==> src/hw/rtl/sidt_pkg.sv <==
// Shared types and constants for the signed integer to decimal text converter.
package sidt_pkg;

  localparam int unsigned DIGIT_W = 4;

  localparam logic [7:0] CHAR_ZERO  = 8'd48;
  localparam logic [7:0] CHAR_MINUS = 8'd45;

  typedef enum logic [1:0] {
    ST_IDLE,
    ST_CONV,
    ST_SIGN,
    ST_DIGITS
  } state_e;

endpackage

==> src/hw/rtl/sidt_dabble.sv <==
// One shift-and-add-3 step of the binary to BCD conversion over all digit lanes.
module sidt_dabble #(
  parameter int unsigned NUM_DIGITS = 10
) (
  input  logic [NUM_DIGITS*sidt_pkg::DIGIT_W-1:0] bcd_i,
  input  logic                                    bit_i,
  output logic [NUM_DIGITS*sidt_pkg::DIGIT_W-1:0] bcd_o
);

  localparam int unsigned BCD_W = NUM_DIGITS * sidt_pkg::DIGIT_W;

  logic [BCD_W-1:0] adj;

  // A digit of five or more becomes ten or more after the shift, so it is
  // corrected by three beforehand to carry into the next lane.
  always_comb begin
    for (int i = 0; i < NUM_DIGITS; i++) begin
      if (bcd_i[i*sidt_pkg::DIGIT_W +: sidt_pkg::DIGIT_W] >= 4'd5) begin
        adj[i*sidt_pkg::DIGIT_W +: sidt_pkg::DIGIT_W] =
            bcd_i[i*sidt_pkg::DIGIT_W +: sidt_pkg::DIGIT_W] + 4'd3;
      end else begin
        adj[i*sidt_pkg::DIGIT_W +: sidt_pkg::DIGIT_W] =
            bcd_i[i*sidt_pkg::DIGIT_W +: sidt_pkg::DIGIT_W];
      end
    end
  end

  assign bcd_o = {adj[BCD_W-2:0], bit_i};

endmodule

==> src/hw/rtl/signed_int_to_decimal_ascii.sv <==
// Top level: converts a signed integer into its decimal ASCII characters.
//
// Input channel: value_i with in_valid_i / in_stall_o. A transfer happens at a
// clock edge where in_valid_i is high and in_stall_o is low. The block takes
// one number at a time and stalls the input until the last character of that
// number has been loaded into the output register.
// Output channel: char_code_o and last_o with out_valid_o / out_stall_i, one
// character per transfer, most significant first: an optional minus sign,
// then the digits without leading zeros. last_o marks the final character.
// The magnitude goes through a shift-and-add-3 unit one bit per cycle.
// Leading zero digits are then dropped at one per cycle, and characters go
// out at one per cycle when the receiver does not stall. The next number is
// accepted while the last character still waits in the output register.
// A stalled receiver holds the output register and pauses the character
// sequencer. Reset empties the output register and returns to idle.
module signed_int_to_decimal_ascii #(
  parameter int unsigned VALUE_BITS = 32
) (
  input  logic                         clk_i,
  input  logic                         rst_ni,
  input  logic                         in_valid_i,
  output logic                         in_stall_o,
  input  logic signed [VALUE_BITS-1:0] value_i,
  output logic                         out_valid_o,
  input  logic                         out_stall_i,
  output logic [7:0]                   char_code_o,
  output logic                         last_o
);

  // Decimal digits of 2^VALUE_BITS, which cover the largest magnitude, 2^(VALUE_BITS-1).
  localparam int unsigned NUM_DIGITS = (VALUE_BITS * 30103) / 100000 + 1;
  localparam int unsigned BCD_W      = NUM_DIGITS * sidt_pkg::DIGIT_W;
  localparam int unsigned CNT_W      = $clog2(VALUE_BITS);
  localparam int unsigned DCNT_W     = $clog2(NUM_DIGITS);

  sidt_pkg::state_e state_q, state_d;

  logic [VALUE_BITS-1:0] mag_q, mag_d;
  logic [BCD_W-1:0]      bcd_q, bcd_d;
  logic [CNT_W-1:0]      cnt_q, cnt_d;
  logic [DCNT_W-1:0]     dcnt_q, dcnt_d;
  logic                  neg_q, neg_d;
  logic                  started_q, started_d;
  logic                  out_valid_q, out_valid_d;
  logic [7:0]            char_q, char_d;
  logic                  last_q, last_d;

  logic                  in_xfer;
  logic                  out_free;
  logic [VALUE_BITS-1:0] value_raw;
  logic [BCD_W-1:0]      bcd_step;
  logic [3:0]            top_digit;
  logic                  last_digit;

  assign value_raw  = value_i;
  assign in_stall_o = (state_q != sidt_pkg::ST_IDLE);
  assign in_xfer    = in_valid_i && !in_stall_o;
  assign out_free   = !out_valid_q || !out_stall_i;
  assign top_digit  = bcd_q[BCD_W-1 -: sidt_pkg::DIGIT_W];
  assign last_digit = (dcnt_q == DCNT_W'(NUM_DIGITS - 1));

  sidt_dabble #(
    .NUM_DIGITS(NUM_DIGITS)
  ) u_dabble (
    .bcd_i(bcd_q),
    .bit_i(mag_q[VALUE_BITS-1]),
    .bcd_o(bcd_step)
  );

  always_comb begin
    state_d     = state_q;
    mag_d       = mag_q;
    bcd_d       = bcd_q;
    cnt_d       = cnt_q;
    dcnt_d      = dcnt_q;
    neg_d       = neg_q;
    started_d   = started_q;
    out_valid_d = out_valid_q && out_stall_i;
    char_d      = char_q;
    last_d      = last_q;

    unique case (state_q)
      sidt_pkg::ST_IDLE: begin
        if (in_valid_i) begin
          neg_d   = value_raw[VALUE_BITS-1];
          mag_d   = value_raw[VALUE_BITS-1] ? (~value_raw + 1'b1) : value_raw;
          bcd_d   = '0;
          cnt_d   = '0;
          state_d = sidt_pkg::ST_CONV;
        end
      end
      sidt_pkg::ST_CONV: begin
        bcd_d = bcd_step;
        mag_d = {mag_q[VALUE_BITS-2:0], 1'b0};
        cnt_d = cnt_q + 1'b1;
        if (cnt_q == CNT_W'(VALUE_BITS - 1)) begin
          dcnt_d    = '0;
          started_d = 1'b0;
          state_d   = neg_q ? sidt_pkg::ST_SIGN : sidt_pkg::ST_DIGITS;
        end
      end
      sidt_pkg::ST_SIGN: begin
        if (out_free) begin
          out_valid_d = 1'b1;
          char_d      = sidt_pkg::CHAR_MINUS;
          last_d      = 1'b0;
          state_d     = sidt_pkg::ST_DIGITS;
        end
      end
      sidt_pkg::ST_DIGITS: begin
        // Leading zeros are dropped, but the units digit always goes out.
        if (!started_q && top_digit == 4'd0 && !last_digit) begin
          bcd_d  = {bcd_q[BCD_W-sidt_pkg::DIGIT_W-1:0], {sidt_pkg::DIGIT_W{1'b0}}};
          dcnt_d = dcnt_q + 1'b1;
        end else if (out_free) begin
          out_valid_d = 1'b1;
          char_d      = sidt_pkg::CHAR_ZERO + {4'd0, top_digit};
          last_d      = last_digit;
          started_d   = 1'b1;
          bcd_d  = {bcd_q[BCD_W-sidt_pkg::DIGIT_W-1:0], {sidt_pkg::DIGIT_W{1'b0}}};
          dcnt_d = dcnt_q + 1'b1;
          if (last_digit) begin
            state_d = sidt_pkg::ST_IDLE;
          end
        end
      end
      default: begin
        state_d = sidt_pkg::ST_IDLE;
      end
    endcase
  end

  always_ff @(posedge clk_i or negedge rst_ni) begin
    if (!rst_ni) begin
      state_q     <= sidt_pkg::ST_IDLE;
      out_valid_q <= 1'b0;
      cnt_q       <= '0;
      dcnt_q      <= '0;
      started_q   <= 1'b0;
      neg_q       <= 1'b0;
    end else begin
      state_q     <= state_d;
      out_valid_q <= out_valid_d;
      cnt_q       <= cnt_d;
      dcnt_q      <= dcnt_d;
      started_q   <= started_d;
      neg_q       <= neg_d;
    end
  end

  always_ff @(posedge clk_i) begin
    mag_q  <= mag_d;
    bcd_q  <= bcd_d;
    char_q <= char_d;
    last_q <= last_d;
  end

  assign out_valid_o = out_valid_q;
  assign char_code_o = char_q;
  assign last_o      = last_q;

  // An accepted number always starts a fresh conversion pass.
  assert property (@(posedge clk_i) disable iff (!rst_ni)
    in_xfer |=> (state_q == sidt_pkg::ST_CONV) && (cnt_q == '0))
    else $error("conversion did not start after an input transfer");

  // Any character that is not a digit must be a minus sign that is not last.
  assert property (@(posedge clk_i) disable iff (!rst_ni)
    (out_valid_o && (char_code_o < sidt_pkg::CHAR_ZERO || char_code_o > 8'd57))
      |-> (char_code_o == sidt_pkg::CHAR_MINUS) && !last_o)
    else $error("invalid character on the output");

  // A stalled character stays on the output until it is taken.
  assert property (@(posedge clk_i) disable iff (!rst_ni)
    (out_valid_o && out_stall_i)
      |=> out_valid_o && $stable(char_code_o) && $stable(last_o))
    else $error("output changed while stalled");

endmodule
==> config.mk <==
export PLATFORM = sky130hd
export DESIGN_NAME = signed_int_to_decimal_ascii
export DESIGN_NICKNAME = d
export VERILOG_FILES = /design/src/hw/rtl/sidt_pkg.sv /design/src/hw/rtl/sidt_dabble.sv /design/src/hw/rtl/signed_int_to_decimal_ascii.sv
export SDC_FILE = /design/constraint.sdc
export NUM_CORES = 1
export LEC_CHECK = 0
export ABC_AREA = 1
export BUFFER_PORTS_ARGS = -buffer_cell sky130_fd_sc_hd__buf_2
export CAP_MARGIN = 20
export CELL_PAD_IN_SITES_DETAIL_PLACEMENT = 1
export CELL_PAD_IN_SITES_GLOBAL_PLACEMENT = 1
export CORE_ASPECT_RATIO = 1.2
export CORE_MARGIN = 5
export CORE_UTILIZATION = 46
export CTS_CLUSTER_SIZE = 16
export DETAILED_ROUTE_END_ITERATION = 8
export HOLD_SLACK_MARGIN = 0.05
export PLACE_DENSITY = 0.77
export SYNTH_ARGS = -nofsm -noshare
export SYNTH_HDL_FRONTEND = slang
export SYNTH_SLANG_ARGS = --single-unit
==> constraint.sdc <==
create_clock -name clk_i -period 2.65 [get_ports clk_i]
set_input_delay 0.3975 -clock clk_i [delete_from_list [all_inputs] [get_ports clk_i]]
set_output_delay 0.3975 -clock clk_i [all_outputs]
set_load 0.02 [all_outputs]
======== Word-level counts from Yosys, hierarchy flattened ========
Index checks and enable logic that the tools add are counted.
operators by class
  add/subtract/negate cells ............... 14
  $lt $le $gt $ge ......................... 10
  equal/unequal tests ..................... 12
  multiplexer cells ....................... 46
  bitwise gates (word level) .............. 1
  reduce and logical (&&, ||, !) cells .... 22
operator list
  kind                   count
  $mux 40                3
  $pmux 40 s3            1
  $mux 32                2
  $pmux 32 s2            1
  $mux 4                 12
  $ge 4x3->1 const B     10
  $add 4x2->4 const B    9
  $add 32x1->32 const B  1
  $not 32->32            1
  $mux 8                 3
  $pmux 8 s2             1
  $mux 2                 6
  $ne 2x2->1 const B     6
  $pmux 5 s2             1
  $mux 1                 9
  $pmux 2 s4             1
  $pmux 4 s2             1
  $reduce_and 4->1       2
  $reduce_bool 2->1      4
  $add 6x4->7 const A    1
  $pmux 1 s2             3
  $reduce_and 3->1       2
  $reduce_and 6->1       1
  $add 5x1->5 const B    1
  other kinds (16)       23
storage, ports and cells
  flip-flop bits (word level) ............. 95
  input port bits ......................... 36
  logic and storage cells ................. 115

======== Longest topological paths before layout ========
  word-level depth ........................ 5
  gate-level depth with buffers ........... 11

======== By module ========
Synthesis repeated with hierarchy kept, for this count alone.
unflattened totals
  cells, all modules ...................... 749
  area total of the unflattened synthesis .. 6,102.1 um^2
modules (own cells, without submodules)
  module                       times used  cells an instance  area an instance (um^2)
  signed_int_to_decimal_ascii  1           537                4,961.0
  sidt_dabble                  1           212                1,141.1

======== Least setup slack after synthesis ========
Ideal clock, no wire load.
  path type ............................... reg-to-reg
  start ................................... register state_q[1]
  end ..................................... register cnt_q[3]
  setup time .............................. 0.125 ns
  data arrival time ....................... 2.199 ns
  path slack .............................. 0.326 ns
  stages on the path, launching flop included .. 9
  path buffers ............................ 1
  clock period less this slack ............ 2.324 ns
  path through ............................ dfrtp_1 -> inv_1 -> ha_1 -> buf_6 -> inv_4 -> o21ai_2 -> nand4_1 -> o22ai_1 -> a21oi_1
between the ends
  word-level cells in the longest chain between the ends .. 3
RTL lines
  what                                                       line                                RTL
  from (decl)                                                signed_int_to_decimal_ascii.sv:36   sidt_pkg::state_e state_q, state_d;
  from (signal assigned)                                     signed_int_to_decimal_ascii.sv:135  state_q <= sidt_pkg::ST_IDLE;
  from (signal assigned)                                     signed_int_to_decimal_ascii.sv:142  state_q <= state_d;
  $eq 2x1->1 or $logic_not 2->1 (tied branches)              signed_int_to_decimal_ascii.sv:82   unique case (state_q)
  $reduce_bool 2->1 (no line) or $ne 2x2->1 (tied branches)  -
  $reduce_and 2->1 (no line)                                 -
  to (signal assigned)                                       signed_int_to_decimal_ascii.sv:144  cnt_q <= cnt_d;
  to (decl)                                                  signed_int_to_decimal_ascii.sv:40   logic [CNT_W-1:0] cnt_q, cnt_d;
Several ways; a longest one is shown, not always the timed one.
A chain may end at the register's enable or synchronous reset.

======== Final worst setup path ========
  start ................................... register state_q[1]
  end ..................................... register mag_q[10], enable pin
between the ends
  word-level cells in the longest chain between the ends .. 3
RTL lines
  what                                                       line                                RTL
  $eq 2x1->1 or $logic_not 2->1 (tied branches)              signed_int_to_decimal_ascii.sv:82
  $reduce_bool 2->1 (no line) or $ne 2x2->1 (tied branches)  -
  $reduce_and 2->1 (no line) (*)                             -
  to (signal assigned)                                       signed_int_to_decimal_ascii.sv:152  mag_q <= mag_d;
  to (decl)                                                  signed_int_to_decimal_ascii.sv:38   logic [VALUE_BITS-1:0] mag_q, mag_d;
Mark *: on every way between the ends. The rest lies on a longest branch, timed or not.

==> insert_results.sql <==
INSERT INTO impl_metrics (metric_group, metric, value, unit) VALUES
('min_path', 'min_from', 'out_stall_i', ''),
('detailed_routing', 'detail_route.wirelength', '14400', 'µm'),
('sta', 'fin_crit_sh', '78.9', '%'),
('clocking', 'hold_buffers', '1', ''),
('finish', 'num_antenna_cells', '0', ''),
('clocking', 'cts.sink_count', '92', ''),
('power', 'power.leakage', '0.00291', 'µW'),
('critical_path', 'timing_worst_setup_path_type', 'reg -> reg', ''),
('sta', 'finClkSkew', '0.0112', 'ns'),
('finish', 'areaGrowthSynthToFinish', '11.0', '%'),
('sta', 'report.final.setup_viol', '0', ''),
('detailed_routing', 'drt-vias-per-instance', '5.36', ''),
('logic_synthesis', 'ys_async_sr_fraction', '15.2', '%'),
('global_routing', 'grt_pass1_wl', '24900', 'µm'),
('power', 'net-switching-power', '3080', 'µW'),
('sta', 'rsz0062_at_grt', 'no', ''),
('placement', 'place_congestion', '0.857', ''),
('logic_synthesis', 'netlist_area', '5990', 'µm²'),
('critical_path', 'reg2reg_depth', '5', ''),
('power', 'power.internal', '4280', 'µW'),
('floorplanning', 'die_h', '135', 'µm'),
('clocking', 'insertion_delay', '0.34', 'ns'),
('sta', 'max-slew-margin-rel', '62.5', '%'),
('min_path', 'min_delay_endpoint', 'out_valid_o', ''),
('clocking', 'h_tree_depth_reported_by_cts', '3', ''),
('outcome', 'outcome', 'complete, no violations', ''),
('detailed_routing', 'via_count_of_the_routed_design', '4978', ''),
('sta', 'worstMarginPinSlew', '0.563', 'ns'),
('critical_path', 'register_to_register_setup_slack', '0.56', 'ns'),
('min_path', 'timing.hold.worst_path_depth', '3', ''),
('logic_synthesis', 'post_synth_inst_count', '720', ''),
('sta', 'final.min_clock_period', '2.09', 'ns'),
('logic_synthesis', 'synth_warnings', '0', ''),
('power', 'clk_pwr_share', '17.5', '%'),
('clocking', 'number_of_cts_inserted_buffers', '9', ''),
('job', 'cap_violations', '0', ''),
('clocking', 'post_cts_buffers', '0', ''),
('clocking', 'clockRootBuffer', 'sky130_fd_sc_hd__clkbuf_16', ''),
('floorplanning', 'io_pins', '47', ''),
('critical_path', 'worst_setup_path_start_kind', 'register', ''),
('logic_synthesis', 'predominant_post_synthesis_flop_cell', 'sky130_fd_sc_hd__edfxtp_1', ''),
('critical_path', 'rr_startpoint', 'state_q[1]', ''),
('critical_path', 'crit_fanout', '26', ''),
('clocking', 'tritoncts', 'done', ''),
('logic_synthesis', 'ys_types', '41', ''),
('power', 'vdd.ir_drop.worst', '0.471', 'mV'),
('min_path', 'hold_class', 'in -> reg', ''),
('finish', 'final_net_count', '826', ''),
('global_routing', 'number_of_antenna_violations_at_the_first_check_in_global_routing', '0', ''),
('sta', 'maxSlewViolCount', '0', ''),
('finish', 'num-fill-cells', '1602', ''),
('floorplanning', 'floorplan.rows', '45', ''),
('global_routing', 'grt_pass1_vias', '5422', ''),
('logic_synthesis', 'synth.avg_cell_area', '8.31', 'µm²'),
('power', 'power_switching_share', '41.9', '%'),
('critical_path', 'critPathRequiredTime', '2.65', 'ns'),
('detailed_routing', 'drt-pass1-iter-count', '4', ''),
('clocking', 'cts.clk_slew.worst_paths', '0.07', 'ns'),
('floorplanning', 'coreArea', '12700', 'µm²'),
('sta', 'fin_setup_tns', '0', 'ns'),
('detailed_routing', 'drc_errors_left', '0', ''),
('global_routing', 'global_route.overflow_total', '0', ''),
('detailed_routing', 'avgRoutedWirePerCell', '15.5', 'µm'),
('floorplanning', 'floorplan.die.width', '114', 'µm'),
('finish', 'final_core_util', '52.2', '%'),
('placement', 'io_buffer_count', '43', ''),
('global_routing', 'track_usage', '19.7', '%'),
('power', 'power-per-cell-area', '1110', 'nW/µm²'),
('logic_synthesis', 'synth_seq_cells', '92', ''),
('clocking', 'cts.path.max_buffers', '2', ''),
('critical_path', 'cp-end-kind', 'register', '');
metal layers:
metal | track usage, % | share of wire [%] | wire, µm
met5 | 0 | 0 | 0
met4 | 6.01 | 1.7 | 243
met3 | 2.55 | 2.0 | 284
met2 | 36.9 | 52 | 7540
met1 | 23.3 | 44 | 6330
layout make-up:
class	count	area (µm²)	area share [%]
multi-input combinational	510	2790	42.0
sequential	92	2690	40.5
inverter	95	359	5.41
timing repair buffer	51	303	4.56
clock buffer	10	229	3.45
tap	164	205	3.09
clock inverter	6	63.8	0.961
sequential cells by signal, indices dropped and copies added (netlist names):
name,cells
started_q,1
mag_q,32
bcd_q,40
neg_q,1
state_q,2
out_valid_o,1
dcnt_q,4
char_code_o,5
last_o,1
cnt_q,5
Yosys cell counts, types with 2 or more instances:
library cell	number	area [µm²]
sky130_fd_sc_hd__a21oi_1	43	215
sky130_fd_sc_hd__buf_2	8	40.0
sky130_fd_sc_hd__buf_4	5	37.5
sky130_fd_sc_hd__buf_6	4	45.0
sky130_fd_sc_hd__clkbuf_1	7	26.3
sky130_fd_sc_hd__conb_1	2	7.51
sky130_fd_sc_hd__dfrtp_1	14	350
sky130_fd_sc_hd__edfxtp_1	78	2340
sky130_fd_sc_hd__ha_1	31	388
sky130_fd_sc_hd__inv_1	87	327
sky130_fd_sc_hd__inv_2	7	26.3
sky130_fd_sc_hd__nand2_1	133	499
sky130_fd_sc_hd__nand2_2	9	56.3
sky130_fd_sc_hd__nand2_4	2	22.5
sky130_fd_sc_hd__nand3_1	52	260
sky130_fd_sc_hd__nand3_2	5	50.1
sky130_fd_sc_hd__nand4_1	7	43.8
sky130_fd_sc_hd__nor2_1	84	315
sky130_fd_sc_hd__nor2_2	16	100
sky130_fd_sc_hd__nor2_4	3	33.8
sky130_fd_sc_hd__nor3_1	2	10.0
sky130_fd_sc_hd__o21ai_0	67	335
sky130_fd_sc_hd__o21ai_1	3	15.0
sky130_fd_sc_hd__o21ai_2	5	43.8
sky130_fd_sc_hd__o22ai_1	2	12.5
sky130_fd_sc_hd__o31ai_1	3	22.5
sky130_fd_sc_hd__o32ai_1	15	131
sky130_fd_sc_hd__or2_1	2	12.5
sky130_fd_sc_hd__xor2_1	12	105
layout by cell type, fill, tap and decap left out, types with 3 or more instances in the layout:
cell,count
sky130_fd_sc_hd__conb_1,3
sky130_fd_sc_hd__clkbuf_16,9
sky130_fd_sc_hd__o32ai_1,15
sky130_fd_sc_hd__o31ai_1,3
sky130_fd_sc_hd__inv_2,7
sky130_fd_sc_hd__nand3_1,52
sky130_fd_sc_hd__o21ai_1,3
sky130_fd_sc_hd__nor2_2,16
sky130_fd_sc_hd__nor2_4,3
sky130_fd_sc_hd__buf_2,43
sky130_fd_sc_hd__ha_1,31
sky130_fd_sc_hd__dfrtp_1,14
sky130_fd_sc_hd__o21ai_2,5
sky130_fd_sc_hd__buf_4,5
sky130_fd_sc_hd__o21ai_0,67
sky130_fd_sc_hd__nand3_2,5
sky130_fd_sc_hd__nor2_1,84
sky130_fd_sc_hd__xor2_1,12
sky130_fd_sc_hd__nand4_1,7
sky130_fd_sc_hd__nand2_1,133
sky130_fd_sc_hd__nand2_2,9
sky130_fd_sc_hd__inv_1,87
sky130_fd_sc_hd__edfxtp_1,78
sky130_fd_sc_hd__a21oi_1,43
power by group through the flow:
stage          Sequential, µW  Combinational [µW]  Clock (µW)
3_5_place_dp             2990                3120           0
6_report                 2960                3110        1280
5_1_grt                  3050                3560        1380
3_3_place_gp             2940                2940           0
4_1_cts                  2970                3160        1320
2_1_floorplan            2940                2220           0
worst max-delay path by stage:
stage	endpoint	cells past startpoint	startpoint	slack, ns
final	mag_q[10]	5	state_q[1]	0.56
after global routing	mag_q[10]	5	state_q[1]	0.43
after CTS	mag_q[12]	5	state_q[1]	0.55
after detailed placement	mag_q[7]	5	state_q[1]	0.57
after global placement	mag_q[6]	5	state_q[1]	0.68
after floorplan	cnt_q[3]	8	state_q[1]	0.33
per-stage QoR:
step                      cell area, µm²  worst slack, ns  total power, µW  hold slack (ns)  cells
after detailed placement            6340            0.567             6110            0.321    911
after global routing                6640            0.428             7990            0.407    928
after global placement              6340            0.678             5880            0.309    911
after floorplan                     5990            0.326             5160            0.102    721
after CTS                           6640            0.549             7450            0.384    928
final                               6640            0.558             7360            0.385    928
critical path: stages, from the launching register on:
cell and delay, ns:
sky130_fd_sc_hd__dfrtp_1 0.41, sky130_fd_sc_hd__inv_1 0.14, sky130_fd_sc_hd__ha_1 0.24, sky130_fd_sc_hd__inv_4 0.06, sky130_fd_sc_hd__o21ai_2 0.45, sky130_fd_sc_hd__buf_4 0.44
logic make-up (layout without fill, tap and decap cells):
group | after synthesis | after routing | synth area share (%)
buf+inv | 119 | 162 | 8.49
xor+xnor | 12 | 12 | 1.76
fa+ha+maj | 31 | 31 | 6.48
simple gates | 319 | 319 | 24.2
compound gates | 145 | 145 | 14.0
other cells | 2 | 3 | 0.125
flops | 92 | 92 | 45.0
No activity file was read; power rests on OpenSTA's default activity.
